### src/hw/rtl/assert_macros.svh
// Assertion macros for the RTL files that carry checks.
`ifndef ASSERT_MACROS_SVH
`define ASSERT_MACROS_SVH

// Checks a condition at every clock edge outside reset.
`define RMF_ASSERT_ALWAYS(lbl, cond) \
  lbl: assert property (@(posedge clk) disable iff (!rst_n) (cond)) \
    else $error("%m: invariant failed");

// Checks that a consequent holds in the same cycle as its antecedent.
`define RMF_ASSERT_IMPL(lbl, ante, cons) \
  lbl: assert property (@(posedge clk) disable iff (!rst_n) (ante) |-> (cons)) \
    else $error("%m: implication failed");

`endif

### src/hw/rtl/rmf_pkg.sv
// Package with sizes and types shared by the running median filter.
package rmf_pkg;

  localparam int WINDOW_LEN   = 13;
  localparam int SAMPLE_WIDTH = 16;
  localparam int SLOT_W       = (WINDOW_LEN > 1) ? $clog2(WINDOW_LEN) : 1;
  localparam int CNT_W        = $clog2(WINDOW_LEN + 1);

  typedef logic signed [SAMPLE_WIDTH-1:0] sample_word_t;
  typedef logic [SLOT_W-1:0]              slot_t;
  typedef logic [CNT_W-1:0]               count_t;

  // One sorted entry: a sample and the window slot it came from.
  typedef struct packed {
    sample_word_t value;
    slot_t        slot;
  } entry_t;

  // Passed from a cell to its right neighbor.
  typedef struct packed {
    logic   rm_seen;   // the retiring slot sits in this cell or to its left
    logic   a_le;      // the entry after removal is <= the new sample
    entry_t a_entry;   // the entry at this place after removal
  } fwd_link_t;

  // Passed from a cell to its left neighbor.
  typedef struct packed {
    logic   le;        // held, not retiring, and <= the new sample
    entry_t entry;
  } bwd_link_t;

endpackage

### src/hw/rtl/rmf_cell.sv
// One cell of the sorted row: holds an entry and updates it from its neighbors.
module rmf_cell (
  input  logic                clk,
  input  logic                en,
  input  logic                held,
  input  rmf_pkg::slot_t      retire_slot,
  input  rmf_pkg::entry_t     new_entry,
  input  rmf_pkg::fwd_link_t  from_left,
  input  rmf_pkg::bwd_link_t  from_right,
  output rmf_pkg::fwd_link_t  to_right,
  output rmf_pkg::bwd_link_t  to_left,
  output rmf_pkg::entry_t     entry
);

  rmf_pkg::entry_t entry_r;
  rmf_pkg::entry_t entry_nxt;
  logic            rm_here;
  logic            le_raw;

  assign rm_here = held && (entry_r.slot == retire_slot);
  assign le_raw  = held && !rm_here &&
                   ($signed(entry_r.value) <= $signed(new_entry.value));

  assign to_left.le    = le_raw;
  assign to_left.entry = entry_r;

  // Once the retiring entry lies at or left of this cell, the row closes up by one.
  assign to_right.rm_seen = from_left.rm_seen || rm_here;
  assign to_right.a_le    = to_right.rm_seen ? from_right.le : le_raw;
  assign to_right.a_entry = to_right.rm_seen ? from_right.entry : entry_r;

  // Keep the closed-up entry, take the new sample, or shift right to make room.
  always_comb begin
    priority if (to_right.a_le) begin
      entry_nxt = to_right.a_entry;
    end else if (from_left.a_le) begin
      entry_nxt = new_entry;
    end else begin
      entry_nxt = from_left.a_entry;
    end
  end

  always_ff @(posedge clk) begin
    if (en) begin
      entry_r <= entry_nxt;
    end
  end

  assign entry = entry_r;

endmodule

### src/hw/rtl/running_median_filter.sv
// Running median filter: a row of sorted cells fed one sample beat at a time.
// After a beat is accepted the cells update, then its median is registered into the output.
// Throughput: one beat per cycle while the input is not stalled; all cells update in parallel.
// The input stalls only while a finished median waits for a stalled output.
// Synchronous active-low reset empties the window and restarts at slot zero.
`include "assert_macros.svh"

module running_median_filter (
  input  logic                  clk,
  input  logic                  rst_n,
  input  logic                  in_valid,
  output logic                  in_stall,
  input  rmf_pkg::sample_word_t in_sample_in,
  output logic                  out_valid,
  input  logic                  out_stall,
  output rmf_pkg::sample_word_t out_median_out
);

  rmf_pkg::slot_t        write_slot_r, write_slot_nxt;
  rmf_pkg::count_t       fill_r, fill_nxt;
  logic                  pend_r, pend_nxt;
  logic                  out_valid_r, out_valid_nxt;
  rmf_pkg::sample_word_t median_r;

  logic             accept;
  logic             out_load;
  logic             full;
  rmf_pkg::entry_t  new_entry;
  rmf_pkg::slot_t   mid_idx;

  rmf_pkg::fwd_link_t fwd [rmf_pkg::WINDOW_LEN+1];
  rmf_pkg::bwd_link_t bwd [rmf_pkg::WINDOW_LEN+1];
  rmf_pkg::entry_t    cell_entry [rmf_pkg::WINDOW_LEN];

  assign out_load = pend_r && (!out_valid_r || !out_stall);
  assign in_stall = pend_r && !out_load;
  assign accept   = in_valid && !in_stall;
  assign full     = (fill_r == rmf_pkg::count_t'(rmf_pkg::WINDOW_LEN));

  assign new_entry.value = in_sample_in;
  assign new_entry.slot  = write_slot_r;

  // Ends of the row: nothing sits left of the first cell or right of the last.
  assign fwd[0].rm_seen = 1'b0;
  assign fwd[0].a_le    = 1'b1;
  assign fwd[0].a_entry = '0;
  assign bwd[rmf_pkg::WINDOW_LEN].le    = 1'b0;
  assign bwd[rmf_pkg::WINDOW_LEN].entry = '0;

  for (genvar i = 0; i < rmf_pkg::WINDOW_LEN; i++) begin : g_cell
    logic held;
    assign held = (rmf_pkg::count_t'(i) < fill_r);

    rmf_cell u_cell (
      .clk         (clk),
      .en          (accept),
      .held        (held),
      .retire_slot (write_slot_r),
      .new_entry   (new_entry),
      .from_left   (fwd[i]),
      .from_right  (bwd[i+1]),
      .to_right    (fwd[i+1]),
      .to_left     (bwd[i]),
      .entry       (cell_entry[i])
    );
  end

  always_comb begin
    write_slot_nxt = write_slot_r;
    fill_nxt       = fill_r;
    if (accept) begin
      write_slot_nxt = (write_slot_r == rmf_pkg::slot_t'(rmf_pkg::WINDOW_LEN - 1)) ?
                       '0 : write_slot_r + rmf_pkg::slot_t'(1);
      if (!full) begin
        fill_nxt = fill_r + rmf_pkg::count_t'(1);
      end
    end
  end

  always_comb begin
    pend_nxt = pend_r;
    if (accept) begin
      pend_nxt = 1'b1;
    end else if (out_load) begin
      pend_nxt = 1'b0;
    end
  end

  always_comb begin
    out_valid_nxt = out_valid_r;
    if (out_load) begin
      out_valid_nxt = 1'b1;
    end else if (!out_stall) begin
      out_valid_nxt = 1'b0;
    end
  end

  // The median sits at sorted position fill/2 once the row has settled.
  assign mid_idx = rmf_pkg::slot_t'(fill_r >> 1);

  always_ff @(posedge clk) begin
    if (!rst_n) begin
      write_slot_r <= '0;
      fill_r       <= '0;
      pend_r       <= 1'b0;
      out_valid_r  <= 1'b0;
    end else begin
      write_slot_r <= write_slot_nxt;
      fill_r       <= fill_nxt;
      pend_r       <= pend_nxt;
      out_valid_r  <= out_valid_nxt;
    end
  end

  always_ff @(posedge clk) begin
    if (out_load) begin
      median_r <= cell_entry[mid_idx].value;
    end
  end

  assign out_valid      = out_valid_r;
  assign out_median_out = median_r;

  `RMF_ASSERT_ALWAYS(a_fill_bound, fill_r <= rmf_pkg::count_t'(rmf_pkg::WINDOW_LEN))
  `RMF_ASSERT_ALWAYS(a_slot_bound, write_slot_r < rmf_pkg::slot_t'(rmf_pkg::WINDOW_LEN))
  `RMF_ASSERT_IMPL(a_fill_slot, !full, rmf_pkg::count_t'(write_slot_r) == fill_r)
  `RMF_ASSERT_IMPL(a_retire_found, accept && full, fwd[rmf_pkg::WINDOW_LEN].rm_seen)

endmodule
### config.mk
export PLATFORM = sky130hd
export DESIGN_NAME = running_median_filter
export DESIGN_NICKNAME = d
export VERILOG_FILES = /design/src/hw/rtl/rmf_pkg.sv /design/src/hw/rtl/rmf_cell.sv /design/src/hw/rtl/running_median_filter.sv
export VERILOG_INCLUDE_DIRS = /design/src /design/src/hw/rtl
export SDC_FILE = /design/constraint.sdc
export NUM_CORES = 1
export LEC_CHECK = 0
export BUFFER_PORTS_ARGS = -buffer_cell sky130_fd_sc_hd__buf_2
export CAP_MARGIN = 20
export CORE_MARGIN = 10
export CORE_UTILIZATION = 40
export DETAILED_ROUTE_END_ITERATION = 8
export SYNTH_ARGS = -nofsm -noshare
export SYNTH_HDL_FRONTEND = slang
export SYNTH_SLANG_ARGS = --single-unit
### constraint.sdc
create_clock -name clk -period 12.2 [get_ports clk]
set_input_delay 1.22 -clock clk [delete_from_list [all_inputs] [get_ports clk]]
set_output_delay 1.22 -clock clk [all_outputs]
set_load 0.03 [all_outputs]
==> flow_summary.yaml <==
timing:
  period_minus_slack_ps: 5330
  max_freq_ghz: 0.188
  tns_ps: 0
  finalHoldViolCount: 0
  setup_viol: 0
  clock_skew_ps: 23.4
  hold-worst-slack_ps: 534
  rsz0062_at_grt: "false"
  worst_pin_slew_ps: 1110
  slew_viol_final: 0
  max_slew_margin: 0.258
  fin_crit_sh: 0.437
clock_tree:
  cts_tree: "yes"
  clock-sinks: 286
  clk_pin_slew_ps: 60
  cts-buffers-inserted: 37
  cts_setup_buffers: 0
  h-tree-depth: 2
  clock_path_buffers: 3
  root_buffer: "clkbuf_16"
  post_cts_resized: 0
  clk_latency_ps: 570
  cts_hold_buffers: 0
detailed_routing:
  route.detailed.drc: 0
  ant_nets: 0
  wirelength_um: 72500
  first_pass_iters: 6
  drtIter0Drc: 1273
  met1_length_um: 31700
  dr_wl_met3_um: 3900
  wl_per_cell_um: 24.2
  via_per_inst: 6.03
  top_layer_used: "met5"
  wl_met2_um: 34500
  via_count: 18100
floorplanning:
  rows: 89
  dieArea_mm2: 0.0694
  die_w_um: 263
  start_util: 0.403
  ioPinCount: 38
  core_region_area_mm2: 0.0588
  die_h_um: 263
synth:
  synth_top_area_frac: 0.350
  yosys-top-cells-area: "edfxtp_1 (35%), mux2i_1 (12%), ha_1 (11%)"
  synth_cells: 2237
  yosysWarnings: 0
  ys_types: 81
  syn_nets: 2470
  async_reset_ff_frac: 0
  ys_top_cells_by_count: "mux2i_1 (282), edfxtp_1 (276), ha_1 (213)"
  yosysMostFrequentCell: "mux2i_1"
  syn_area_per_cell_um2: 10.6
  ys_seq_elements: 286
  syn_area_mm2: 0.0237
  yosys.area.top_type: "edfxtp_1"
  synth-edff-count: 276
  seq_area_frac_synth: 0.358
  synth-main-ff-cell: "edfxtp_1"
global_route:
  grt_max_degree: 103
  gr-total-overflow: 0
  grt_usage: 0.202
  grt_pass1_wl_um: 112000
  grt_pass1_vias: 18200
  antenna_found_initial: 2
run:
  cap_violations: 0
worst_setup_path:
  worstRegToRegCells: 12
  reg2reg_slack_ps: 6870
  worstPathMaxFanout: 36
  rr_endpoint: "g_cell[11].u_cell.entry[10]"
  endpoint_kind: "flip-flop"
  arrival_ps: 5610
  critPathKind: "reg -> reg"
  r2r_start: "fill_r[1]"
  start_kind: "flip-flop"
  required_ps: 12480
cells_and_area:
  final_area_mm2: 0.0257
  drive_above_1_share: 0.160
  syn_to_final_growth_pct: 8.42
  nNetsFinal: 2432
  stdcell_count: 2998
  n_antenna_cell: 0
place:
  io_buffers: 37
  dpl_cell_area_mm2: 0.0245
  place_congestion: 0.906
  dp_hpwl_um: 52300
  dp.cells: 2932
power_and_ir_drop:
  comb_power_share: 0.276
  switching_power_mw: 1.12
  internal_power_mw: 2.34
  leakagePower_nw: 10.8
  switching_share: 0.324
  power_frac_seq: 0.402
  powerDensity_mw_per_mm2: 135
  p_clk_frac: 0.322
  vdd_drop_max_mv: 0.0847
min_path:
  hold_class: "reg -> reg"
  worstHoldStart: "pend_r"
  hold_path_end: "out_valid"
  hold_depth: 2
outcome:
  status: "finished, final reports clean"
metrics by stage:
| step | power [mW] | util | worst slack (ps) |
|---|---|---|---|
| detailed placement | 2.35 | 0.416 | 6330 |
| global placement | 2.32 | 0.416 | 6390 |
| finish | 3.46 | 0.437 | 6870 |
| global route | 3.63 | 0.437 | 6570 |
| floorplan | 2.07 | - | 5130 |
| CTS | 3.47 | 0.436 | 6880 |
per-layer routing:
| layer | track usage | vias to the layer above |
|---|---|---|
| li1 | - | 8519 |
| met1 | 0.263 | 8865 |
| met5 | 0 | - |
| met2 | 0.338 | 556 |
| met4 | 0.0701 | 4 |
| met3 | 0.0284 | 133 |
placed cells by master (no fill, tap or decap), drive strengths merged, types with 44 or more instances in the layout:
master and count:
nor2 188, inv 54, ha 213, o21ai 60
buf 80, mux2 162, a21oi 206, mux2i 282
edfxtp 276, clkbuf 44, nand2 136
flip-flops by register name, summed over array words and instances (netlist names):
signal	count
fill_r	4
write_slot_r	4
out_valid	1
g_cell.u_cell.entry	260
pend_r	1
out_median_out	16
logic make-up after synthesis:
kind of cell,count (synthesis),share of synthesized area
flops,286,0.358
simple gates,518,0.106
mux,476,0.227
xor+xnor,55,0.0203
fa+ha+maj,213,0.113
buf+inv,209,0.0417
compound gates,480,0.134
power groups by stage:
stage | registers [mW] | logic [mW] | clock network, mW
finish | 1.39 | 0.954 | 1.11
global route | 1.40 | 1.06 | 1.17
CTS | 1.39 | 0.950 | 1.13
detailed placement | 1.41 | 0.946 | 0
global placement | 1.40 | 0.923 | 0
floorplan | 1.36 | 0.711 | 0
cell type report:
| cell class | instances | area (µm²) |
|---|---|---|
| inverter | 52 | 203 |
| multi-input combinational | 1742 | 14300 |
| timing repair buffer | 80 | 528 |
| tap | 773 | 967 |
| fill | 5499 | 33100 |
| sequential | 286 | 8490 |
| clock buffer | 44 | 972 |
| clock inverter | 21 | 210 |
worst max-delay path by stage:
stage,end,from
finish,g_cell[11].u_cell.entry[10],fill_r[1]
global route,g_cell[11].u_cell.entry[1],fill_r[1]
CTS,g_cell[11].u_cell.entry[10],fill_r[1]
detailed placement,g_cell[6].u_cell.entry[11],in_sample_in[15]
global placement,g_cell[6].u_cell.entry[10],in_sample_in[15]
floorplan,write_slot_r[3],out_stall
worst max-delay path, stage by stage, from the launching register on:
cell and delay, ps:
dfxtp_2 300, buf_4 320, inv_1 340, ha_1 500, nand2_1 160, a222oi_1 390
buf_4 370, and3_4 530, and3_4 470, o32a_2 710, buf_4 570, mux2i_1 250
mux2i_1 100
Power figures use the tool's default switching activity.
